===== src/design/aapb_pkg.sv =====
// Package for the additive alpha pixel blend: pixel types, stage payloads,
// blend mode codes and configuration register indexes. No dependencies.
`timescale 1ns / 1ps
`default_nettype none

package aapb_pkg;

  localparam int unsigned PixW    = 32;
  localparam int unsigned ByteW   = 8;
  localparam int unsigned NumByte = PixW / ByteW;
  localparam int unsigned ScaleW  = ByteW + 1;  // opacity + (opacity >> 7), up to 256
  localparam int unsigned CfgIdxW = 8;
  localparam int unsigned CfgDatW = 32;

  // Index of the alpha byte within a pixel
  localparam int unsigned AlphaIdx = NumByte - 1;

  // Configuration register indexes
  localparam logic [CfgIdxW-1:0] CFG_IDX_MODE    = CfgIdxW'(0);
  localparam logic [CfgIdxW-1:0] CFG_IDX_OPACITY = CfgIdxW'(1);

  localparam logic [ByteW-1:0] OPACITY_RESET = 8'hff;
  localparam logic [ByteW-1:0] BYTE_MAX      = 8'hff;

  typedef enum logic [1:0] {
    MODE_PLAIN   = 2'd0,
    MODE_KEEP    = 2'd1,
    MODE_OPACITY = 2'd2
  } blend_mode_e;

  typedef logic [ByteW-1:0] byte_t;
  typedef byte_t [NumByte-1:0] pix_bytes_t;

  // Decoded blend controls, shared by the scale and mix stages
  typedef struct packed {
    logic               scale_en;    // scale source bytes by opacity
    logic               keep_alpha;  // pass destination alpha through
    logic [ScaleW-1:0]  scale;       // opacity + (opacity >> 7)
  } blend_ctrl_t;

  // Accepted input pixel pair
  typedef struct packed {
    pix_bytes_t dest;
    pix_bytes_t src;
    logic       last;
  } pix_in_t;

  // After opacity scaling of the source
  typedef struct packed {
    pix_bytes_t dest;
    pix_bytes_t src;
    logic       last;
  } scaled_t;

  // After attenuation products (d * a) >> 8
  typedef struct packed {
    pix_bytes_t dest;
    pix_bytes_t src;
    pix_bytes_t atten;
    logic       last;
  } atten_t;

  // Final blended pixel
  typedef struct packed {
    pix_bytes_t pix;
    logic       last;
  } pix_out_t;

endpackage

`default_nettype wire


===== src/design/aapb_atten.sv =====
// Stage 2: attenuation products (d * a) >> 8 for each destination byte.
// Depends on aapb_pkg.
`timescale 1ns / 1ps
`default_nettype none

module aapb_atten
  import aapb_pkg::*;
(
  input  wire logic    clk_i,
  input  wire logic    rst_ni,
  input  wire logic    in_valid_i,
  output logic         in_ready_o,
  input  wire scaled_t in_data_i,
  output logic         out_valid_o,
  input  wire logic    out_ready_i,
  output atten_t       out_data_o
);

  logic   valid_q;
  atten_t data_q, data_d;

  assign in_ready_o = !valid_q || out_ready_i;

  // 8x8 multiply against the (possibly scaled) source alpha
  always_comb begin
    logic [2*ByteW-1:0] prod;
    data_d.dest = in_data_i.dest;
    data_d.src  = in_data_i.src;
    data_d.last = in_data_i.last;
    for (int k = 0; k < NumByte; k++) begin
      prod = (2*ByteW)'(in_data_i.dest[k]) * (2*ByteW)'(in_data_i.src[AlphaIdx]);
      data_d.atten[k] = prod[ByteW +: ByteW];
    end
  end

  always_ff @(posedge clk_i or negedge rst_ni) begin
    if (!rst_ni) begin
      valid_q <= 1'b0;
    end else if (in_ready_o) begin
      valid_q <= in_valid_i;
    end
  end

  always_ff @(posedge clk_i) begin
    if (in_ready_o && in_valid_i) begin
      data_q <= data_d;
    end
  end

  assign out_valid_o = valid_q;
  assign out_data_o  = data_q;

endmodule

`default_nettype wire


===== config.mk =====
export PLATFORM = sky130hd
export DESIGN_NAME = aapb_atten
export DESIGN_NICKNAME = d
export VERILOG_FILES = /design/src/design/aapb_pkg.sv /design/src/design/aapb_atten.sv
export SDC_FILE = /design/constraint.sdc
export NUM_CORES = 1
export LEC_CHECK = 0
export BUFFER_PORTS_ARGS = -buffer_cell sky130_fd_sc_hd__buf_2
export CORE_ASPECT_RATIO = 0.9
export CORE_MARGIN = 2
export CORE_UTILIZATION = 31
export CTS_BUF_LIST = sky130_fd_sc_hd__clkbuf_16
export CTS_CLUSTER_DIAMETER = 40
export CTS_CLUSTER_SIZE = 12
export DETAILED_ROUTE_END_ITERATION = 8
export GPL_ROUTABILITY_DRIVEN = 0
export HOLD_SLACK_MARGIN = 0.1
export PLACE_DENSITY = 0.59
export SYNTH_ARGS = -nofsm -noshare
export SYNTH_HDL_FRONTEND = slang
export SYNTH_SLANG_ARGS = --single-unit

===== constraint.sdc =====
create_clock -name clk_i -period 8.84 [get_ports clk_i]
set_input_delay 1.768 -clock clk_i [delete_from_list [all_inputs] [get_ports clk_i]]
set_output_delay 1.768 -clock clk_i [all_outputs]
set_load 0.05 [all_outputs]

Yosys cells after proc, flatten, opt, wreduce, memory -nomap -nowiden
Index checks and enable logic that the tools add are counted.

storage, ports and cells
  register bits = 98
  bits in latches = 0
  RAM bits = 0
  bits in read-only memories = 0
  input bits = 69
  word-level logic and storage cells = 21
  memories kept = 0

operators by class
  $add $sub $neg = 0
  multiply operators = 4
  divide/modulo/power cells = 0
  magnitude comparators = 0
  eq/ne operators = 0
  shifts and indexed selects = 0
  mux-type cells = 0
  bitwise logic cells = 0
  reductions and logical operators = 3

operators by type and width
  cell                        number
  multiplier 8 x 8 -> 16 bit  4
  logical AND 1 bit           1
  logical NOT 1 bit           1
  logical OR 1 bit            1

Depth between registers and ports, before layout
  word-level depth = 3
  depth in mapped cells = 17
  depth with buffers taken out = 16

Worst setup path before layout
Ideal clock, no wire load.

  path type = input -> register
  from = input port in_data_i[27] (netlist bit)
  to = register data_q (netlist bit out_data_o[8]) (data pin)
  arrival = 5,506 ps
  required time = 8,579 ps
  path slack = 3,073 ps
  stages = 16
  cell sequence = clkbuf_1 > nand2_1 > fa_1 > fa_1 > inv_1 > fa_1 > inv_1 > fa_1 > inv_1 > ha_1 > a21oi_1 > nand2_1 > a221oi_2 > o21ai_1 > a211oi_2 > xnor2_1

RTL lines
  element                 RTL line          source
  start: declaration      aapb_atten.sv:13  input wire scaled_t in_data_i,
  end signal: assignment  aapb_atten.sv:46  data_q <= data_d;
  end: declaration        aapb_atten.sv:20  atten_t data_q, data_d;

==> results.yml <==
outcome:
  status: "completed"
cts:
  hold_buffers: 0
  cts.root.buffer_cell: "clkbuf_16"
  ctsResizeCount: 0
  numCtsBuffers: 9
  clock_sinks: 98
  clk_latency_ps: 380
  clockBufferDepth: 2
  clk_pin_slew_ps: 80
  cts_setup_buffers: 0
  h-tree-depth: 3
  cts_tree: "yes"
setup_path:
  crit_start: "in_data_i[27]"
  critPathLaunchType: "input pin"
  end_kind: "flip-flop"
  crit_path_max_fanout: 33
  critPathArrivalTime_ps: 6110
  timing.rr.start: "out_valid_o"
  worstPathRequired_ps: 8980
  path_class: "in2reg"
  ff2ff_setup_slack_ps: 6660
floorplanning:
  core-area_mm2: 0.0340
  initial_utilization_pct: 31.4
  die_w_um: 199
  ios: 168
  fp.dieH_um: 180
  design.die.area_mm2: 0.0359
  rows: 64
finish:
  fin_nets: 1456
  seq_area_mm2: 0.00294
  multi_input_area_mm2: 0.00703
  syn_to_final_growth_pct: 15.2
  nFillCells: 3451
  drive_above_1_share_pct: 18.6
grt:
  grtUsageTotal_pct: 14.3
  grt_remaining_overflow: 0
  grt_max_degree: 71
  grt_pass1_wl_um: 39700
  antenna_found_initial: 1
  grt_pass1_vias: 7561
yosys:
  avgSynthCellArea_um2: 11.1
  netlist_instances: 960
  synthDistinctLibCells: 45
  yosys.area.top_type_share_pct: 27.3
  synth_seq_cells: 98
  synthFlopType: "edfxtp_1"
  yosys-top-cells-count: "and2_1 (192), inv_1 (159), fa_1 (140)"
  yosysWarnings: 0
  synth_fp_nets: 1301
  yosysMostFrequentCell: "and2_1"
  ys_top_cells_by_area: "edfxtp_1 (27%), fa_1 (26%), ha_1 (15%)"
  synth-edff-count: 97
  synth_area_mm2: 0.0107
  async_flop_share_pct: 1.02
  yosysSeqAreaShare_pct: 27.6
  synth_top_cell_by_area: "edfxtp_1"
drt:
  drt-pass1-iter-count: 4
  postRouteAntennaNets: 0
  route.detailed.drc: 0
  wirelength_um: 24200
  vias: 7171
  wire_per_inst_um: 15.3
  avgViaCountPerCell: 4.53
  drt_iter0_markers: 270
sta:
  slew_headroom_pct: 38.9
  setup_viol: 0
  rsz0062_at_grt: "false"
  fmax_mhz: 168
  skew_ps: 8.68
  worst_pin_slew_ps: 917
  timing.final.crit_share_pct: 67.5
  drv_slew: 0
  setup_slack_ps: 2870
  min_period_ps: 5970
  finalSetupTns_ps: 0
  finalHoldViolCount: 0
power_and_ir_drop:
  leakage_nw: 5.94
  p_per_area_mw_per_mm2: 219
  ir_worst_vdd_mv: 0.0873
flow_run:
  drv_cap: 0
hold_path:
  min_path_type: "reg2reg"
  hp-start: "out_valid_o"
placement:
  pre_cts_slack_ps: 2450
  hpwl_um: 18300
  port_buffers: 167
[stage by stage]
step           cells  power [W]  hold slack [ps]  area, µm²  utilization, %
2_1_floorplan    960    0.00194             1180      10700               -
3_3_place_gp    1566    0.00231              539      12000            35.3
3_5_place_dp    1566    0.00232              537      12000            35.3
4_1_cts         1582    0.00274              559      12300            36.1
5_1_grt         1582    0.00294              595      12300            36.1
6_report        1583    0.00268              551      12300            36.2
[sequential cells by signal, indices dropped and copies added, names as in the netlist]
name,flops
out_data_o,97
out_valid_o,1
[worst max-delay path: stages]
cell      delay, ps
buf_2           510
nand2_1         160
fa_1            530
fa_1            540
inv_1            50
fa_1            470
inv_1            50
fa_1            470
inv_1            40
ha_1            320
a21oi_1         180
nand2_1         110
a221oi_2        340
o21ai_1         180
a211oi_2        260
xnor2_1          90
[per-layer routing]
| layer | vias to the layer above | track usage (%) | wire length, µm | part of all wire, % |
|---|---|---|---|---|
| met2 | 156 | 23.9 | 11600 | 48 |
| met4 | 0 | 3.79 | 310 | 1.3 |
| met5 | - | 0 | 0 | 0 |
| met3 | 20 | 3.02 | 1150 | 4.8 |
| li1 | 3391 | - | - | - |
| met1 | 3604 | 18.7 | 11100 | 46 |
[path summary, 6_finish.rpt]
| check | depth (start not counted) | endpoint |
|---|---|---|
| worst max-delay path | 16 | out_data_o[8] |
| worst min-delay path | 2 | out_valid_o |
| worst max register to register | 3 | out_data_o[35] |
| worst min register to register | 2 | out_valid_o |
| max in group asynchronous | 1 | out_valid_o |
| min in group asynchronous | 1 | out_valid_o |
[where the power goes]
group | internal (W) | switching (W) | total, W
combinational | 0.000592 | 0.00101 | 0.00161
clock | 0.000197 | 0.000205 | 0.000402
sequential | 0.000654 | 0.0000213 | 0.000675
[cells by family after synthesis]
kind of cell | Yosys count | share of synthesized area (%)
AND/OR/NAND/NOR | 294 | 15.8
adder cells (fa/ha/maj) | 272 | 41.8
buffers and inverters | 183 | 6.48
flip-flops | 98 | 27.6
AO/OA/AOI/OAI | 79 | 5.58
XOR/XNOR | 33 | 2.71
multiplexers | 1 | 0.0939
[layout make-up]
class	count	share of cell area (%)
antenna	1	0.0204
clock inverter	7	0.499
clock buffer	9	1.83
sequential	98	23.9
multi-input combinational	679	57.3
timing repair buffer	168	6.87
tap	462	4.71
inverter	159	4.86
[cells in the final DEF, fill, tap and decap left out, types with 4 or more instances in the layout]
cell,count
a21o_1,10
a21oi_1,24
and2_1,191
and2_2,6
buf_2,167
clkbuf_16,9
edfxtp_1,97
fa_1,140
ha_1,132
inv_1,159
nand2_1,64
nand3_1,6
nand4_1,5
nor2_1,6
o21ai_0,12
o21ai_1,4
xnor2_1,21
xor2_1,12
Power figures use the tool's default switching activity.
