===== src/design/aapb_pkg.sv =====
// Package for the additive alpha pixel blend: pixel types, stage payloads,
// blend mode codes and configuration register indexes. No dependencies.
`timescale 1ns / 1ps
`default_nettype none

package aapb_pkg;

  localparam int unsigned PixW    = 32;
  localparam int unsigned ByteW   = 8;
  localparam int unsigned NumByte = PixW / ByteW;
  localparam int unsigned ScaleW  = ByteW + 1;  // opacity + (opacity >> 7), up to 256
  localparam int unsigned CfgIdxW = 8;
  localparam int unsigned CfgDatW = 32;

  // Index of the alpha byte within a pixel
  localparam int unsigned AlphaIdx = NumByte - 1;

  // Configuration register indexes
  localparam logic [CfgIdxW-1:0] CFG_IDX_MODE    = CfgIdxW'(0);
  localparam logic [CfgIdxW-1:0] CFG_IDX_OPACITY = CfgIdxW'(1);

  localparam logic [ByteW-1:0] OPACITY_RESET = 8'hff;
  localparam logic [ByteW-1:0] BYTE_MAX      = 8'hff;

  typedef enum logic [1:0] {
    MODE_PLAIN   = 2'd0,
    MODE_KEEP    = 2'd1,
    MODE_OPACITY = 2'd2
  } blend_mode_e;

  typedef logic [ByteW-1:0] byte_t;
  typedef byte_t [NumByte-1:0] pix_bytes_t;

  // Decoded blend controls, shared by the scale and mix stages
  typedef struct packed {
    logic               scale_en;    // scale source bytes by opacity
    logic               keep_alpha;  // pass destination alpha through
    logic [ScaleW-1:0]  scale;       // opacity + (opacity >> 7)
  } blend_ctrl_t;

  // Accepted input pixel pair
  typedef struct packed {
    pix_bytes_t dest;
    pix_bytes_t src;
    logic       last;
  } pix_in_t;

  // After opacity scaling of the source
  typedef struct packed {
    pix_bytes_t dest;
    pix_bytes_t src;
    logic       last;
  } scaled_t;

  // After attenuation products (d * a) >> 8
  typedef struct packed {
    pix_bytes_t dest;
    pix_bytes_t src;
    pix_bytes_t atten;
    logic       last;
  } atten_t;

  // Final blended pixel
  typedef struct packed {
    pix_bytes_t pix;
    logic       last;
  } pix_out_t;

endpackage

`default_nettype wire


===== src/design/aapb_mix.sv =====
// Stage 3: d - atten + s with saturation at 255; optional alpha keep.
// Holds the output register. Depends on aapb_pkg.
`timescale 1ns / 1ps
`default_nettype none

module aapb_mix
  import aapb_pkg::*;
(
  input  wire logic        clk_i,
  input  wire logic        rst_ni,
  input  wire blend_ctrl_t ctrl_i,
  input  wire logic        in_valid_i,
  output logic             in_ready_o,
  input  wire atten_t      in_data_i,
  output logic             out_valid_o,
  input  wire logic        out_ready_i,
  output pix_out_t         out_data_o
);

  logic     valid_q;
  pix_out_t data_q, data_d;

  assign in_ready_o = !valid_q || out_ready_i;

  // atten <= d, so the difference never wraps; one carry bit for the add
  always_comb begin
    logic [ByteW:0] sum;
    data_d.last = in_data_i.last;
    for (int k = 0; k < NumByte; k++) begin
      sum = (ByteW+1)'(in_data_i.dest[k] - in_data_i.atten[k])
          + (ByteW+1)'(in_data_i.src[k]);
      data_d.pix[k] = sum[ByteW] ? BYTE_MAX : sum[ByteW-1:0];
    end
    if (ctrl_i.keep_alpha) begin
      data_d.pix[AlphaIdx] = in_data_i.dest[AlphaIdx];
    end
  end

  always_ff @(posedge clk_i or negedge rst_ni) begin
    if (!rst_ni) begin
      valid_q <= 1'b0;
    end else if (in_ready_o) begin
      valid_q <= in_valid_i;
    end
  end

  always_ff @(posedge clk_i) begin
    if (in_ready_o && in_valid_i) begin
      data_q <= data_d;
    end
  end

  assign out_valid_o = valid_q;
  assign out_data_o  = data_q;

endmodule

`default_nettype wire


===== config.mk =====
export PLATFORM = sky130hd
export DESIGN_NAME = aapb_mix
export DESIGN_NICKNAME = d
export VERILOG_FILES = /design/src/design/aapb_pkg.sv /design/src/design/aapb_mix.sv
export SDC_FILE = /design/constraint.sdc
export NUM_CORES = 1
export LEC_CHECK = 0
export BUFFER_PORTS_ARGS = -buffer_cell sky130_fd_sc_hd__buf_4
export CORE_AREA = 2 2 85 87
export CTS_CLUSTER_SIZE = 16
export DETAILED_ROUTE_END_ITERATION = 16
export DIE_AREA = 0 0 87 89
export GPL_ROUTABILITY_DRIVEN = 0
export GPL_TIMING_DRIVEN = 0
export PLACE_DENSITY = 0.87
export SLEW_MARGIN = 20
export SYNTH_ARGS = -nofsm -noshare
export SYNTH_HDL_FRONTEND = slang
export SYNTH_SLANG_ARGS = --single-unit

===== constraint.sdc =====
create_clock -name clk_i -period 3.4 [get_ports clk_i]
set_clock_uncertainty 0.05 [all_clocks]
set_input_delay 0.34 -clock clk_i [delete_from_list [all_inputs] [get_ports clk_i]]
set_output_delay 0.34 -clock clk_i [all_outputs]
set_load 0.02 [all_outputs]

=== Yosys cells after proc, flatten, opt, wreduce, memory -nomap -nowiden ===
Cells that the tools add are included.

* Add/sub/neg operators: 8
* Multiplexer cells: 2
* Reductions and logical operators: 3

{| class="wikitable"
|+ Operator list
! cell !! number
|-
| adder 9 x 8 -> 9 bit || 4
|-
| subtractor 8 x 8 -> 9 bit || 4
|-
| two-way mux 8 bit || 2
|-
| logical AND 1 bit || 1
|-
| zero test 1 bit || 1
|-
| logical OR 1 bit || 1
|}

* Register bits: 34
* Input port bits: 112
* Output and inout bits: 35
* Logic and storage cells: 19

=== Depth between registers and ports, before layout ===
* Depth in word-level cells: 4
* Mapped depth: 12
* Mapped depth without buffers: 11

=== Least setup slack after synthesis ===
OpenSTA, ideal clock, no wires.

* Path kind: input to register
* From: input in_data_i[58] (netlist name)
* To: register data_q (netlist bit out_data_o[30]), data pin
* Setup time: 0.275 ns
* Arrival: 2.460 ns
* Required time: 3.075 ns
* Slack: 0.615 ns
* Stages: 9
* Buffers on the path: 0
* Cells stage by stage: inv_1 > fa_1 > inv_1 > fa_1 > a211oi_2 > nor3_1 > o41ai_2 > xnor2_1 > o211ai_1

{| class="wikitable"
|+ RTL lines
! what !! line !! text
|-
| from (decl) || aapb_mix.sv:14 || <nowiki>input wire atten_t in_data_i,</nowiki>
|-
| to (signal assigned) || aapb_mix.sv:49 || <nowiki>data_q <= data_d;</nowiki>
|-
| to (decl) || aapb_mix.sv:21 || <nowiki>pix_out_t data_q, data_d;</nowiki>
|}

==> metrics.csv <==
stage,metric,value,unit
outcome,run status,"complete, no violations",
timing,RSZ-0062 raised after global routing,false,
placed_design,DP HPWL,6.48,mm
placed_design,Port Buffers,136,
floorplan,die height,89,um
detailed_routing,detailed-route via count,3075,
placed_design,dpl ws,0.246,ns
synthesis,Synth Register Bits,34,
worst_setup_path,R2R Setup Slk,1.83,ns
clock_network,CTS sink cnt,34,
worst_setup_path,kind of start point of the critical path,input pin,
cells_and_area,Filler Cells Inserted,495,
clock_network,"Clk Latency, worst-skew pair",0.27,ns
grt,number of global-route vias before repair,3008,
clock_network,CTS max path bufs,2,
cells_and_area,post-route insts no fill,610,
worst_setup_path,CP arrival,2.80,ns
hold_path,Hold Crit Depth,1,
worst_setup_path,crit-path cells,buf_4 > fa_1 > inv_1 > fa_1 > a211oi_2 > nor3_1 > o41ai_2 > xnor2_1 > a22oi_1,
clock_network,Post-CTS Setup Bufs,0,
clock_network,H-tree levels,2,
worst_setup_path,Worst Setup Path Type,input pin to flip-flop,
timing,max-slew violation count,0,
timing,final setup slack of the worst path,0.531,ns
grt,grt total ovfl,0,
power,P_int,1.17,mW
timing,Setup TNS Final,0,ns
detailed_routing,initial drt markers,59,
placed_design,total placed cells including tap cells,601,
timing,"Hold Violations, Final",0,
power,Clk pwr share,14.9,%
worst_setup_path,slowest cell on the critical path,fa_1,
clock_network,hold buffer count at CTS,1,
floorplan,Die Wd,87,um
worst_setup_path,"CP delay by family, top",adder cells,
grt,pin count of the biggest net entering global routing,34,
clock_network,CTS tree,yes,
synthesis,Mapped Nets,565,
clock_network,Resized Gates After CTS,0,
synthesis,Synth Instances,385,
power,Reg power frac,31.1,%
synthesis,Avg Inst Size Synth,9.36,sq um
hold_path,Min-Delay Endpoint,out_data_o[0]$_DFFE_PP_,
timing,Least-Margin Pin Slew,0.732,ns
worst_setup_path,R2R depth,2,
grt,initial antenna violation count,0,
clock_network,clk slew on worst S/H paths,0.07,ns
timing,Rel. slew slack,51.2,%
grt,gr usage total,19.4,%
worst_setup_path,Worst Path Max Fanout,8,
synthesis,Yosys cell types,40,
cells_and_area,P&R area growth vs syn,33.7,%
detailed_routing,DRT Wirelength,7.31,mm
detailed_routing,Final ANT Viol Nets,0,
hold_path,Hold Startpoint,in_data_i[0],
synthesis,number of flops mapped to enable cells by yosys,33,
power,combinational share of power,54.0,%
power,static leakage,2.47,nW
timing,Achievable Freq,349,MHz
synthesis,Main synth FF type,edfxtp_1,
floorplan,num ports,147,
hold_path,hold crit path type,input pin to flip-flop,
clock_network,Root Driver,clkbuf_8,
clock_network,Num CTS Buffers,5,
cells_and_area,layout cells sized above 1,28.1,%
timing,final critical-path share of the clock period,84.4,%
worst_setup_path,Reg2Reg Launch Point,out_valid_o$_DFFE_PN0N_,
worst_setup_path,CP required,3.33,ns
grt,global-route wire length before repair,12.2,mm
worst_setup_path,Crit. End Element,flip-flop,
power,VDD IR max,0.183,mV
power,switch share,36.7,%
floorplan,die area,7740,sq um
detailed_routing,post-DR wirelength/cell,12.0,um
detailed_routing,post-DR vias/cell,5.04,
worst_setup_path,CP most frequent cell,fa_1,
power,Pwr Total,1.85,mW
power,cell area power density,384,nW/um^2
worst_setup_path,crit path buf inv count,2,
job,MaxCap Viol Count,0,
timing,final setup fails,0,
synthesis,register area share after synthesis,28.2,%
floorplan,FP Rows,30,
cells_and_area,# diodes,0,
worst_setup_path,"slowest stage delay, CP",0.53,ns
power,Switch Pwr,680,uW
synthesis,cell area after synthesis,3600,sq um
floorplan,starting density of the core,53.6,%
worst_setup_path,Worst R2R End,out_data_o[5]$_SDFFCE_PP1P_,
detailed_routing,Initial DRT Pass Iterations,4,
floorplan,Core ar.,6720,sq um
cells_and_area,Final #Nets,709,
detailed_routing,DRC Markers,0,
timing,fin crit period,2.87,ns
synthesis,Yosys warnings,0,
synthesis,Async SR Flop Fraction,2.94,%
## power groups by stage
stage / clock network [mW] / logic [mW] / registers, mW
floorplan: 0 / 0.602 / 0.659
global placement: 0 / 0.956 / 0.584
detailed placement: 0 / 0.999 / 0.586
CTS: 0.282 / 1.00 / 0.577
global route: 0.296 / 1.12 / 0.582
finish: 0.276 / 1.00 / 0.575
## synthesized netlist by cell type, types with 5 or more instances
cell | count | area, sq um
o211ai_1 | 5 | 37.5
xor2_1 | 7 | 61.3
nand2_1 | 9 | 33.8
edfxtp_1 | 33 | 991
inv_1 | 112 | 420
ha_1 | 36 | 450
nor2b_1 | 10 | 62.6
o21bai_1 | 6 | 45.0
a211oi_1 | 7 | 52.6
a21oi_1 | 13 | 65.1
a22oi_1 | 5 | 37.5
o21ai_0 | 19 | 95.1
fa_1 | 32 | 641
nor2_1 | 16 | 60.1
nand2b_1 | 7 | 43.8
xnor2_1 | 8 | 70.1
nand3_1 | 8 | 40.0
o21a_1 | 5 | 37.5
o22ai_1 | 8 | 50.1
## metal layers
layer | vias up | wire (um) | track usage [%]
li1 | 1552 | - | -
met1 | 1399 | 2760 | 21.3
met2 | 105 | 3950 | 37.5
met3 | 19 | 409 | 2.77
met4 | 0 | 179 | 7.67
met5 | - | 0 | 0
## stage by stage
step,hold slack (ns),instance area [sq um],util [%]
2_1_floorplan,-0.00559,3600,-
3_3_place_gp,0.0653,4730,70.3
3_5_place_dp,0.0670,4730,70.4
4_1_cts,0.179,4820,71.7
5_1_grt,0.176,4820,71.7
6_report,0.189,4820,71.7
## state kept, by name, indices dropped and copies added (netlist names)
signal	count
out_valid_o	1
out_data_o	33
## cells in the final DEF (no fill, tap or decap), types with 2 or more instances in the layout
cell,n
a21oi_1,13
nand3_1,8
a211oi_1,7
inv_1,112
mux2i_1,2
or3_1,3
o21a_1,5
o22ai_1,8
fa_1,32
or2_2,2
clkbuf_8,5
nor2b_1,10
clkbuf_1,5
a22oi_1,5
o21ai_1,2
o21ai_0,19
nor4bb_1,2
nor2_1,16
o211ai_1,5
xor2_1,7
a21o_1,4
o21bai_1,6
edfxtp_1,33
ha_1,36
nand2_1,9
nor3_1,4
nand2b_1,7
and3_1,2
clkinv_2,2
xnor2_1,8
buf_4,136
a21boi_0,2
o41a_1,2
## worst register-to-register path: stages, from the launching register on
cell and delay, ns:
dfrtp_1 0.37, nand2b_1 0.12, and2_2 0.65
## worst max-delay path by stage
stage | from | to | cells past startpoint
after floorplan | in_data_i[58] | out_data_o[30]$_DFFE_PP_ | 9
after global routing | in_data_i[26] | out_data_o[29]$_DFFE_PP_ | 9
final | in_data_i[26] | out_data_o[29]$_DFFE_PP_ | 9
after CTS | in_data_i[26] | out_data_o[25]$_DFFE_PP_ | 9
after global placement | in_data_i[26] | out_data_o[29]$_DFFE_PP_ | 9
after detailed placement | in_data_i[26] | out_data_o[28]$_DFFE_PP_ | 9
## layout make-up
type,instances,area (sq um),share of cell area (%)
Sequential cell,34,1020,21.1
Timing Repair Buffer,137,1030,21.4
Clock buffer,6,72.6,1.51
Inverter,112,420,8.72
Multi-Input combinational cell,235,2150,44.7
Tap cell,80,100,2.08
Buffer,4,15.0,0.312
Clock inverter,2,10.0,0.208
## cell families (layout without fill, tap and decap cells)
| group | Yosys count | count (layout) | synth area share (%) |
|---|---|---|---|
| compound gates | 85 | 85 | 15.9 |
| xor+xnor | 15 | 15 | 3.64 |
| fa+ha+maj | 68 | 68 | 30.3 |
| buf+inv | 116 | 261 | 12.1 |
| flops | 34 | 34 | 28.2 |
| mux | 2 | 2 | 0.555 |
| simple gates | 65 | 65 | 9.37 |
(Power assumes the default switching activity.)
