`src/design/aapb_pkg.sv`:
```
// Package for the additive alpha pixel blend: pixel types, stage payloads,
// blend mode codes and configuration register indexes. No dependencies.
`timescale 1ns / 1ps
`default_nettype none

package aapb_pkg;

  localparam int unsigned PixW    = 32;
  localparam int unsigned ByteW   = 8;
  localparam int unsigned NumByte = PixW / ByteW;
  localparam int unsigned ScaleW  = ByteW + 1;  // opacity + (opacity >> 7), up to 256
  localparam int unsigned CfgIdxW = 8;
  localparam int unsigned CfgDatW = 32;

  // Index of the alpha byte within a pixel
  localparam int unsigned AlphaIdx = NumByte - 1;

  // Configuration register indexes
  localparam logic [CfgIdxW-1:0] CFG_IDX_MODE    = CfgIdxW'(0);
  localparam logic [CfgIdxW-1:0] CFG_IDX_OPACITY = CfgIdxW'(1);

  localparam logic [ByteW-1:0] OPACITY_RESET = 8'hff;
  localparam logic [ByteW-1:0] BYTE_MAX      = 8'hff;

  typedef enum logic [1:0] {
    MODE_PLAIN   = 2'd0,
    MODE_KEEP    = 2'd1,
    MODE_OPACITY = 2'd2
  } blend_mode_e;

  typedef logic [ByteW-1:0] byte_t;
  typedef byte_t [NumByte-1:0] pix_bytes_t;

  // Decoded blend controls, shared by the scale and mix stages
  typedef struct packed {
    logic               scale_en;    // scale source bytes by opacity
    logic               keep_alpha;  // pass destination alpha through
    logic [ScaleW-1:0]  scale;       // opacity + (opacity >> 7)
  } blend_ctrl_t;

  // Accepted input pixel pair
  typedef struct packed {
    pix_bytes_t dest;
    pix_bytes_t src;
    logic       last;
  } pix_in_t;

  // After opacity scaling of the source
  typedef struct packed {
    pix_bytes_t dest;
    pix_bytes_t src;
    logic       last;
  } scaled_t;

  // After attenuation products (d * a) >> 8
  typedef struct packed {
    pix_bytes_t dest;
    pix_bytes_t src;
    pix_bytes_t atten;
    logic       last;
  } atten_t;

  // Final blended pixel
  typedef struct packed {
    pix_bytes_t pix;
    logic       last;
  } pix_out_t;

endpackage

`default_nettype wire

```
`src/design/aapb_scale.sv`:
```
// Stage 1: scales each source byte by the global opacity when enabled.
// Depends on aapb_pkg.
`timescale 1ns / 1ps
`default_nettype none

module aapb_scale
  import aapb_pkg::*;
(
  input  wire logic        clk_i,
  input  wire logic        rst_ni,
  input  wire blend_ctrl_t ctrl_i,
  input  wire logic        in_valid_i,
  output logic             in_ready_o,
  input  wire pix_in_t     in_data_i,
  output logic             out_valid_o,
  input  wire logic        out_ready_i,
  output scaled_t          out_data_o
);

  logic    valid_q;
  scaled_t data_q, data_d;

  assign in_ready_o = !valid_q || out_ready_i;

  // Per-byte 8x9 multiply, keep product bits [15:8] (product >> 8)
  always_comb begin
    logic [ByteW+ScaleW-1:0] prod;
    data_d.dest = in_data_i.dest;
    data_d.last = in_data_i.last;
    for (int k = 0; k < NumByte; k++) begin
      prod = (ByteW+ScaleW)'(in_data_i.src[k]) * (ByteW+ScaleW)'(ctrl_i.scale);
      data_d.src[k] = ctrl_i.scale_en ? prod[ByteW +: ByteW] : in_data_i.src[k];
    end
  end

  always_ff @(posedge clk_i or negedge rst_ni) begin
    if (!rst_ni) begin
      valid_q <= 1'b0;
    end else if (in_ready_o) begin
      valid_q <= in_valid_i;
    end
  end

  always_ff @(posedge clk_i) begin
    if (in_ready_o && in_valid_i) begin
      data_q <= data_d;
    end
  end

  assign out_valid_o = valid_q;
  assign out_data_o  = data_q;

endmodule

`default_nettype wire

```
`config.mk`:
```
export PLATFORM = sky130hd
export DESIGN_NAME = aapb_scale
export DESIGN_NICKNAME = d
export VERILOG_FILES = /design/src/design/aapb_pkg.sv /design/src/design/aapb_scale.sv
export SDC_FILE = /design/constraint.sdc
export NUM_CORES = 1
export LEC_CHECK = 0
export BUFFER_PORTS_ARGS = -buffer_cell sky130_fd_sc_hd__buf_2
export CORE_MARGIN = 2
export CORE_UTILIZATION = 65
export CTS_CLUSTER_SIZE = 10
export DETAILED_ROUTE_END_ITERATION = 8
export HOLD_SLACK_MARGIN = 0.08
export PLACE_DENSITY = 0.89
export SYNTH_ARGS = -nofsm -noshare
export SYNTH_HDL_FRONTEND = slang
export SYNTH_SLANG_ARGS = --single-unit
export TNS_END_PERCENT = 30
```
`constraint.sdc`:
```
create_clock -name clk_i -period 6.6 [get_ports clk_i]
set_clock_uncertainty 0.2 [all_clocks]
set_input_delay 0.66 -clock clk_i [delete_from_list [all_inputs] [get_ports clk_i]]
set_output_delay 0.66 -clock clk_i [all_outputs]
set_load 0.02 [all_outputs]
```
==> Word level (Yosys, flattened, before mapping) <==
Cells that the tools add are included.
{ "totals": {"in_bits": 80, "ff_bits": 66, "output_inout_bits": 67, "word_cells": 21} }
{ "classes": {"n_mux": 4, "reduce_logical": 3, "n_mul": 4} }
{ "op_table": {"columns": ["cell", "n"], "rows": [
  ["$mul A8 B9 Y16", 4],
  ["$mux W8", 4],
  ["$logic_and A1 B1 Y1", 1],
  ["$logic_not A1 Y1", 1],
  ["$logic_or A1 B1 Y1", 1]
]} }

==> Longest topological paths before layout <==
Gate-level depths: netlist of the first run.
{ "logic_depth": {"depth_word": 3, "depth_mapped": 18, "depth_no_buf": 16} }

==> Worst setup path before layout of the first run <==
No wires, ideal clock.
{ "synth_timing": {"kind": "in2reg", "start": "input ctrl_i[1] (netlist name)", "end": "register data_q (netlist bit out_data_o[31]), data pin", "arrival_time_ns": 4.714, "n_path_buf": 2, "cell_stages": 16, "required_time_ns": 6.140, "setup_ns": 0.260, "slack_ns": 1.427, "path_cell_list": "clkbuf_1 -> clkbuf_1 -> and2_1 -> fa_1 -> fa_1 -> fa_1 -> inv_1 -> fa_1 -> inv_1 -> ha_1 -> a21o_1 -> a221oi_2 -> o21ai_2 -> a221o_1 -> xor2_1 -> mux2_2"} }
{ "synth_rtl": {"columns": ["item", "line", "text"], "rows": [
  ["start: declaration", "aapb_scale.sv:11", "input wire blend_ctrl_t ctrl_i,"],
  ["end signal: assignment", "aapb_scale.sv:46", "data_q <= data_d;"],
  ["end: declaration", "aapb_scale.sv:21", "scaled_t data_q, data_d;"]
]} }

==> run metrics, run 1 <==
status finished, final reports clean; async set or reset register ratio after synthesis 0.0152; I/O pin total 147; dpl hpwl around 18000 um; drt total wl approximately 24000 um; FILL cells approximately 1.2k; Final Hold Viols 0; CTS tree built; Num CTS Buffers 9; max_cap viols 0; register cell area after layout between 1500 and 2000 um2; CORE AREA 16500 um2; Final nets around 1.6k; top_reg_cell synth edfxtp_1; critical path type in2reg; Setup violations, final 0; drt first pass iters 5; Placed Area 11700 um2; post-DR vias/cell ~5.6; minimum clock period between 5 and 6 ns; setup TNS 0 ns; utilization after layout 0.727; clock sinks 66; Worst-path clk slew about 0.06 ns; fin area between 10000 and 15000 um2; Crit. End Element flop; Die Y 133 um; crit path launch type input port; number of diodes 0; Seq/Total Area, Yosys 0.182; DRT iter0 DRCs between 300 and 400; Antenna Nets Post-Route 0; switching part of the total power 0.441; # rows between 40 and 50; Synth Area per Inst around 9.9 um2; Sw Pwr roughly 1.5 mW; area grow syn2layout 10.4%; Hold Crit Depth 1; RSZ-0062 raised after global routing false; Tot GR Track Use 0.287; WP data arrival 5.34 ns; Leak Pwr roughly 6.0 nW; layout cells sized above 1 0.156; Pint roughly 1.9 mW; Min-Delay Startpoint in_data_i[49]; clock power share 0.143; Die ar. about 18000 um2; worst skew pair latency between 0.3 and 0.4 ns; Hold Crit Class in2reg; hold buffers post-CTS 1; number of global-route vias before repair ~8.6k; period utilization 0.827; slew margin rel. 0.404; CTS-repair resized insts 0; overall power around 3.3 mW; Hold EP out_data_o[49]; first-pass GRT wire length 40400 um; setup bufs post-CTS 0; Worst Tran Pin Value approximately 0.89 ns; vias between 8k and 9k; EDFF count, synth between 60 and 70; Synthesized Nets roughly 1.5k; initial antenna violation count 0; H-tree Lvls 3; Worst Path Required 6.48 ns; CP Max Fanout 32; Starting Density 0.658; maximum vdd drop roughly 0.21 mV; area of the multi-input gates about 7900 um2; Reg2Reg Depth 3; GPL Wtd Cong 0.883; FF-to-FF End out_data_o[10]; R2R Setup Slk about 4.5 ns; largest net degree at the start of global routing 58; gate count of the mapped netlist around 1.1k; Max Slew Vio Count 0; CTS root buffer clkbuf_16; worst reg2reg path startpoint out_valid_o; Seq pwr share 0.180; Bufs on Longest Clock Path 2; Die X around 130 um; synth warn 0; post-synth cell types between 50 and 60; Logic pwr share 0.677; Syn Std Cell Area 10800 um2; grt ovf 0; Avg WL per Cell between 15 and 20 um; PD cells between 200 and 300 nW/um2; flops & latches, synth 66; number of I/O port buffers roughly 150; Peak Freq ~180 MHz; DRC viols 0
-- final cells by class --
| type | count | area share |
|---|---|---|
| multi-input combinational | 787 | 0.663 |
| sequential | 66 | 0.165 |
| timing repair buffer | 148 | 0.0627 |
| inverter | 199 | 0.0624 |
| tap | 220 | 0.0230 |
| clock buffer | 11 | 0.0195 |
| clock inverter | 4 | 0.00366 |
-- Yosys cell counts, types with 3 or more instances --
cell type	n	area, um2
inv_1	199	747
or2_2	3	18.8
o211ai_1	4	30.0
o221ai_1	3	26.3
nand2b_1	4	25.0
nand3_1	4	20.0
clkbuf_1	41	154
a21o_1	8	60.1
buf_1	5	18.8
nand4_1	4	25.0
nand4b_1	3	26.3
a21oi_1	24	120
o31ai_1	3	22.5
o21a_1	5	37.5
xnor2_1	34	298
edfxtp_1	65	1950
ha_1	128	1600
and3_1	6	37.5
a211oi_1	3	22.5
mux2_2	18	203
nor2_1	20	75.1
a31oi_1	6	37.5
fa_1	160	3200
nand2_1	83	312
o21ai_0	13	65.1
and2_1	215	1350
nor3_1	5	25.0
xor2_1	8	70.1
-- placed cells by master (no fill, tap or decap), types with 5 or more instances in the layout --
cell type,netlist,layout
a21o_1,8,8
mux2_2,18,18
ha_1,128,128
a31oi_1,6,6
o21a_1,5,5
buf_2,1,145
o21ai_0,13,13
a21oi_1,24,24
fa_1,160,160
and3_1,6,6
clkbuf_16,0,9
edfxtp_1,65,65
nor3_1,5,5
xor2_1,8,8
nand2_1,83,83
xnor2_1,34,34
nor2_1,20,20
inv_1,199,199
and2_1,215,214
-- metal layers --
metal | vias to the layer above | track usage | part of all wire
met5 | - | 0 | 0
met4 | 0 | 0.112 | 0.032
met3 | 69 | 0.0407 | 0.052
met2 | 256 | 0.526 | 0.53
met1 | 4004 | 0.341 | 0.39
li1 | 3678 | - | -
-- per-stage QoR --
stage               hold WS, ns  instances  setup slack, ns
floorplan                 0.164       1099             1.43
global placement          0.235       1419             1.00
detailed placement        0.236       1419            0.909
CTS                       0.286       1435             1.28
global route              0.288       1435             1.06
finish                    0.292       1435             1.14
-- worst max-delay path, cell delays in order --
cell and delay (ns):
buf_2 0.50, and2_1 0.25, fa_1 0.46, fa_1 0.51, fa_1 0.51, inv_1 0.06
fa_1 0.49, inv_1 0.05, ha_1 0.35, a21o_1 0.21, a21o_1 0.18, a31oi_1 0.43
o21ai_0 0.20, xor2_1 0.17, mux2_2 0.29
-- flip-flops by register name (all words and copies together), names as in the netlist --
name / flops
out_data_o: 65
out_valid_o: 1
-- power groups by stage --
stage	Clock [mW]	Combinational [mW]	Sequential, mW
finish	0.475	2.25	0.599
detailed placement	0	2.20	0.608
floorplan	0	1.63	0.704
global route	0.492	2.53	0.604
CTS	0.479	2.25	0.600
global placement	0	2.11	0.604
-- kinds of logic (layout without fill, tap and decap cells) --
kind of cell	after synthesis	in the layout	share of synthesized area
AO/OA/AOI/OAI	87	87	0.0558
XOR/XNOR	42	42	0.0339
adder cells (fa/ha/maj)	288	288	0.443
buffers and inverters	246	362	0.0853
flip-flops	66	66	0.182
multiplexers	18	18	0.0187
AND/OR/NAND/NOR	352	352	0.181
-- worst max-delay path by stage --
stage | start | end | slack (ns) | cells past startpoint
after floorplan | ctrl_i[1] | out_data_o[31] | 1.43 | 16
final | ctrl_i[6] | out_data_o[22] | 1.14 | 15
after detailed placement | ctrl_i[5] | out_data_o[31] | 0.91 | 15
after global routing | ctrl_i[5] | out_data_o[31] | 1.06 | 15
after CTS | ctrl_i[6] | out_data_o[21] | 1.28 | 15
after global placement | ctrl_i[5] | out_data_o[31] | 1.00 | 15
No activity file was read; power rests on OpenSTA's default activity.
==> inputs of run 2 (changes only) <==
- ABC_AREA: not set -> 1
- CORE_UTILIZATION: 65 -> 61
- PLACE_DENSITY: 0.89 -> 0.83
- clock period: 6.6 -> 5.5 ns (I/O delays scaled with it)
==> run metrics, run 2 <==
Synth Area in Compound Gates 0.0350 (was 0.0558); Hold Crit Class in2reg (unchanged); FILL cells 1623 (was 1165); Hold Crit Depth 1 (unchanged); Die Y 145 um (was 133 um); area leader, netlist fa_1 (unchanged); Worst path max stage delay 0.56 ns (was 0.51 ns); Leak Pwr 8.62 nW (was 6.01 nW); Synth area leaders fa_1, edfxtp_1, nand2_1 (was fa_1, edfxtp_1, ha_1); Final Hold Viols 0 (unchanged); gate count of the mapped netlist 1640 (was 1099); count leader, synth nand2_1 (was and2_1); PD cells 327 nW/um2 (was 278 nW/um2); Hold EP out_data_o[63] (was out_data_o[49]); H-tree Lvls 3 (unchanged); top_reg_cell synth edfxtp_1 (unchanged); clock sinks 66 (unchanged); dpl hpwl 20700 um (was 17500 um); CTS-repair resized insts 0 (unchanged); number of I/O port buffers 145 (unchanged); top cells by count, synth nand2_1, inv_1, fa_1 (was and2_1, inv_1, fa_1); GPL Wtd Cong 0.932 (was 0.883); Antenna Nets Post-Route 0 (unchanged); maximum vdd drop 0.176 mV (was 0.212 mV); drt first pass iters 5 (unchanged); DRC viols 0 (unchanged); Min-Delay Startpoint in_data_i[63] (was in_data_i[49]); post-DR vias/cell 5.01 (was 5.58); max_cap viols 0 (unchanged); Worst Tran Pin Value 0.856 ns (was 0.894 ns); worst reg2reg path startpoint out_valid_o (unchanged); adder-cell share of the synthesized area 0.397 (was 0.443); Crit. End Element flop (unchanged); Die X 145 um (was 133 um); post-synth cell types 30 (was 51); Max Slew Vio Count 0 (unchanged); CP Max Fanout 32 (unchanged); Synth Area per Inst 7.38 um2 (was 9.86 um2); Bufs on Longest Clock Path 2 (unchanged); main combinational cell family by area after synthesis adder cells (unchanged); slew margin rel. 0.429 (was 0.404); WP data arrival 4.57 ns (was 5.34 ns); final hold slack 0.172 ns (was 0.292 ns); CP cell instances buf_2 -> nand2_1 -> inv_1 -> fa_1 -> fa_1 -> fa_1 -> inv_1 -> fa_1 -> inv_1 -> ha_1 -> a21oi_1 -> nand2_1 -> inv_1 -> nor2_1 -> nor2_1 -> nand3_1 -> nand3_1 -> nand2_1 (was buf_2 -> and2_1 -> fa_1 -> fa_1 -> fa_1 -> inv_1 -> fa_1 -> inv_1 -> ha_1 -> a21o_1 -> a21o_1 -> a31oi_1 -> o21ai_0 -> xor2_1 -> mux2_2); drt total wl 27100 um (was 24300 um); Final nets 2108 (was 1579); grt ovf 0 (unchanged); vias 10.1k (was 8007); Synth Area in Simple Gates 0.218 (was 0.181); period utilization 0.847; Pint 2.18 mW (was 1.86 mW); largest net degree at the start of global routing 66 (was 58); clock power share 0.135 (was 0.143); Placed Area 13000 um2 (was 11700 um2); max reg flops 65 (unchanged); Seq pwr share 0.159 (was 0.180); synth warn 0 (unchanged); Worst Path Required 5.41 ns (was 6.48 ns); Num CTS Buffers 9 (unchanged); fin area 13300 um2 (was 12000 um2); first-pass GRT wire length 46000 um (was 40400 um); area grow syn2layout 9.46% (was 10.4%); most frequent cells in the layout nand2_1, inv_1, fa_1, buf_2, ha_1 (was and2_1, inv_1, fa_1, buf_2, ha_1); Worst-path clk slew 0.07 ns (was 0.06 ns); Avg WL per Cell 13.5 um (was 16.9 um); Synthesized Nets 2008 (was 1467); # rows 51 (was 47); EDFF count, synth 65 (unchanged); Sw Pwr 2.16 mW (was 1.47 mW); minimum clock period 4.66 ns; FF-to-FF End out_data_o[0] (was out_data_o[10]); post-synthesis xor/xnor area fraction 0.0116 (was 0.0339); switching part of the total power 0.498 (was 0.441); critical path type in2reg (unchanged); CTS tree built (unchanged); layout cells sized above 1 0.111 (was 0.156); Tot GR Track Use 0.277 (was 0.287); Starting Density 0.622 (was 0.658); Peak Freq approximately 210 MHz; async set or reset register ratio after synthesis 0.0152 (unchanged); I/O pin total 147 (unchanged); CTS root buffer clkbuf_16 (unchanged); RSZ-0062 raised after global routing false (unchanged); Syn Std Cell Area 12100 um2 (was 10800 um2); setup TNS 0 ns (unchanged); Seq/Total Area, Yosys 0.163 (was 0.182); DRT iter0 DRCs 543 (was 389); utilization after layout 0.681 (was 0.727); Die ar. 21000 um2 (was 17700 um2); fraction of synthesized area in multiplexers 0 (was 0.0187); flops & latches, synth 66 (unchanged); Setup violations, final 0 (unchanged); post-synth top area share 0.265 (was 0.296); worst skew pair latency 0.34 ns (about the same); status finished, final reports clean (unchanged); number of global-route vias before repair 10.4k (was 8617); commonest non-fill, non-tap cell in the layout nand2_1 (was and2_1); CORE AREA 19500 um2 (was 16500 um2); Logic pwr share 0.706 (was 0.677); slowest library cell on the worst path buf_2 (was fa_1); R2R Setup Slk 3.65 ns (was 4.54 ns); initial antenna violation count 1 (was 0); crit path launch type input port (unchanged); Reg2Reg Depth 2 (was 3)
run 2: routing by layer:
| metal | GRT usage | share of wire | up-vias |
|---|---|---|---|
| li1 | - | - | 4944 |
| met3 | 0.0444 | 0.074 | 54 |
| met5 | 0 | 0 | - |
| met4 | 0.101 | 0.023 | 0 |
| met2 | 0.498 | 0.49 | 337 |
| met1 | 0.334 | 0.41 | 4731 |
run 2: power groups by stage:
stage	sequential (mW)	combinational, mW	clock (mW)
floorplan	0.799	2.29	0
global placement	0.698	2.93	0
detailed placement	0.700	3.02	0
CTS	0.691	3.06	0.593
global route	0.698	3.54	0.615
finish	0.690	3.06	0.584
run 2: logic make-up after synthesis:
| logic type | count (synthesis) |
|---|---|
| compound gates | 67 |
| xor+xnor | 16 |
| fa+ha+maj | 288 |
| buf+inv | 557 |
| flops | 66 |
| simple gates | 646 |
run 2: how the worst max path moves through the flow:
stage / cells past startpoint / end / from
floorplan: 17 / out_data_o[24] / ctrl_i[8]
global placement: 18 / out_data_o[15] / ctrl_i[6]
detailed placement: 18 / out_data_o[7] / ctrl_i[6]
CTS: 18 / out_data_o[7] / ctrl_i[6]
global route: 18 / out_data_o[23] / ctrl_i[6]
finish: 18 / out_data_o[23] / ctrl_i[6]
run 2: cell type report:
cell class / instances / area [um2] / share of cell area
inverters: 492 / 1850 / 0.139
repair buffers: 154 / 796 / 0.0600
diodes: 1 / 2.50 / 0.000189
clock buffers: 11 / 233 / 0.0176
well taps: 265 / 332 / 0.0250
flip-flops and latches: 66 / 1980 / 0.149
clock inverters: 5 / 55.1 / 0.00415
multi-input cells: 1017 / 8010 / 0.605
run 2: timing repair:
item	in CTS	in global routing
hold endpoints to repair	1	0
hold buffers	1	0
buffers inserted	0	0
run 2: metrics by stage:
step                power, mW  std cells  worst slack, ns
floorplan                3.09       1640             1.04
global placement         3.63       1993            0.574
detailed placement       3.72       1993            0.501
CTS                      4.34       2010            0.883
global route             4.85       2010            0.579
finish                   4.34       2011            0.841
run 2: worst max-delay path, delay by kind of cell:
kind                     cells  cell delay [ns]
adder cells (fa/ha/maj)      5             2.26
AO/OA/AOI/OAI                1             0.24
buffers and inverters        5             0.85
AND/OR/NAND/NOR              7             0.62
==> inputs of run 3 (changes only) <==
- ABC_AREA: 1 -> 0
- PLACE_DENSITY: 0.83 -> 0.84
- clock period: 5.5 -> 4.6 ns (I/O delays scaled with it)
==> run metrics, run 3 (synthesis results as in run 1) <==
area grow syn2layout 22.5% (was 9.46%); Tot GR Track Use 0.288 (was 0.277); critical path type in2reg (unchanged); DRC viols 0 (unchanged); global route hottest layer met2 (unchanged); Final Hold Viols 0 (unchanged); CORE AREA 17400 um2 (was 19500 um2); drt total wl 26100 um (was 27100 um); period utilization 0.999; Die Y 137 um (was 145 um); status finished, final reports clean (unchanged); CTS root buffer clkbuf_16 (unchanged); GPL Wtd Cong 0.881 (was 0.932); Post-Place Cells 1531 (was 1993); slew margin rel. 0.393 (was 0.429); Peak Freq between 200 and 250 MHz; number of I/O port buffers 145 (unchanged); largest net degree at the start of global routing 66 (unchanged); Logic pwr share 0.719 (was 0.706); Die X 137 um (was 145 um); PD cells 427 nW/um2 (was 327 nW/um2); GR Util met3 0.0533 (was 0.0444); Bufs on Longest Clock Path 2 (unchanged); CP Max Fanout 14 (was 32); worst skew pair latency 0.34 ns (about the same); dpl hpwl 19900 um (was 20700 um); max_cap viols 0 (unchanged); Placed Area 12600 um2 (was 13000 um2); Max Slew Vio Count 0 (unchanged); WP data arrival 4.49 ns (was 4.57 ns); post-route setup slack 0.00290 ns (was 0.841 ns); max reg flops 65 (unchanged); minimum clock period ~4.6 ns; commonest non-fill, non-tap cell in the layout and2_1 (was nand2_1); R2R Setup Slk 2.72 ns (was 3.65 ns); worst reg2reg path startpoint out_valid_o (unchanged); initial antenna violation count 1 (unchanged); Antenna Nets Post-Route 0 (unchanged); Setup violations, final 0 (unchanged); drt first pass iters 5 (unchanged); first-pass GRT wire length 42200 um (was 46000 um); post-DR vias/cell 5.41 (was 5.01); Worst Tran Pin Value 0.911 ns (was 0.856 ns); met1 GRT Util 0.370 (was 0.334); M2 GR Usage 0.495 (was 0.498); worst setup path start ctrl_i[5] (was ctrl_i[6]); vias 8475 (was 10.1k); switching part of the total power 0.426 (was 0.498); fin area 13300 um2 (about the same); Final nets 1704 (was 2108); Pint 3.25 mW (was 2.18 mW); layout cells sized above 1 0.251 (was 0.111); Sw Pwr 2.42 mW (was 2.16 mW); maximum vdd drop 0.344 mV (was 0.176 mV); Post-Layout Cell Count 1567 (was 2011); Hold Crit Class in2reg (unchanged); Die ar. 18800 um2 (was 21000 um2); # rows 48 (was 51); crit path launch type input port (unchanged); clock power share 0.129 (was 0.135); Num CTS Buffers 9 (unchanged); Crit. End Element flop (unchanged); Leak Pwr 6.67 nW (was 8.62 nW); FF-to-FF End out_data_o[7] (was out_data_o[0]); grt ovf 0 (unchanged); most frequent cells in the layout and2_1, inv_1, fa_1, buf_2, ha_1 (was nand2_1, inv_1, fa_1, buf_2, ha_1); utilization after layout 0.765 (was 0.681); RSZ-0062 raised after global routing true (was false); overall power 5.67 mW (was 4.34 mW); Seq pwr share 0.152 (was 0.159); I/O pin total 147 (unchanged); Setup crit end out_data_o[15] (was out_data_o[23]); Worst-path clk slew 0.06 ns (was 0.07 ns); Worst Path Required 4.49 ns (was 5.41 ns); final hold slack 0.0887 ns (was 0.172 ns); pre-CTS setup slack -0.460 ns (was 0.501 ns); H-tree Lvls 3 (unchanged); CTS tree built (unchanged); clock sinks 66 (unchanged); Reg2Reg Depth 2 (unchanged); number of global-route vias before repair 8980 (was 10.4k); Avg WL per Cell 16.7 um (was 13.5 um); Starting Density 0.624 (was 0.622); DRT iter0 DRCs 413 (was 543); setup TNS 0 ns (unchanged)
## run 3: changes by cell type in the layout (fill, tap and decap cells not counted), moves of 10 or more
cell	previous run	this run
mux2_2	0	18
and2_1	3	212
nor2_1	53	18
buf_2	145	135
buf_4	8	108
xnor2_1	9	34
nand3_1	62	3
dlygate4sd3_1	1	12
nand2_1	496	83
inv_1	491	197
## run 3: cell type report
type	instances	area (um2)
tap	225	282
clock buffer	9	225
inverter	199	747
multi-input combinational	787	8130
antenna	1	2.50
fill	1116	4080
clock inverter	7	77.6
sequential	66	1980
timing repair buffer	273	1840
## run 3: metal layers
layer / share of wire / vias to the layer above / wire length, um
li1: - / 3924 / -
met1: 0.40 / 4258 / 10300
met2: 0.52 / 244 / 13600
met3: 0.061 / 49 / 1590
met4: 0.021 / 0 / 552
met5: 0 / - / 0
## run 3: power by group through the flow
stage	clock network, mW	logic (mW)	registers, mW
2_1_floorplan	0	2.43	1.01
3_3_place_gp	0	3.63	0.868
3_5_place_dp	0	3.76	0.870
4_1_cts	0.742	3.83	0.860
5_1_grt	0.764	4.54	0.868
6_report	0.730	4.08	0.860
## run 3: worst min-delay path by stage
| stage | start | to | cells past startpoint |
|---|---|---|---|
| final | in_data_i[52] | out_data_o[52] | 1 |
| after global routing | in_data_i[43] | out_data_o[43] | 1 |
| after CTS | in_data_i[44] | out_data_o[44] | 1 |
| after detailed placement | rst_ni | out_valid_o | 1 |
| after global placement | rst_ni | out_valid_o | 1 |
| after floorplan | rst_ni | out_valid_o | 0 |
## run 3: timing repair
action,4_1_cts,5_1_grt
hold buffers,7,5
pin swaps,9,28
hold endpoints to repair,7,5
buffers inserted,0,7
resized for setup,14,43
setup endpoints to repair,12,18
## run 3: worst max-delay path, cell delays in order
cell and delay (ns):
buf_8 0.13, nand2_1 0.09, fa_1 0.52, fa_1 0.55
inv_2 0.06, fa_2 0.59, fa_1 0.43, ha_2 0.21
or3_4 0.38, a211oi_4 0.27, nor2_2 0.07, a221oi_2 0.31
xnor2_1 0.13, mux2_2 0.28
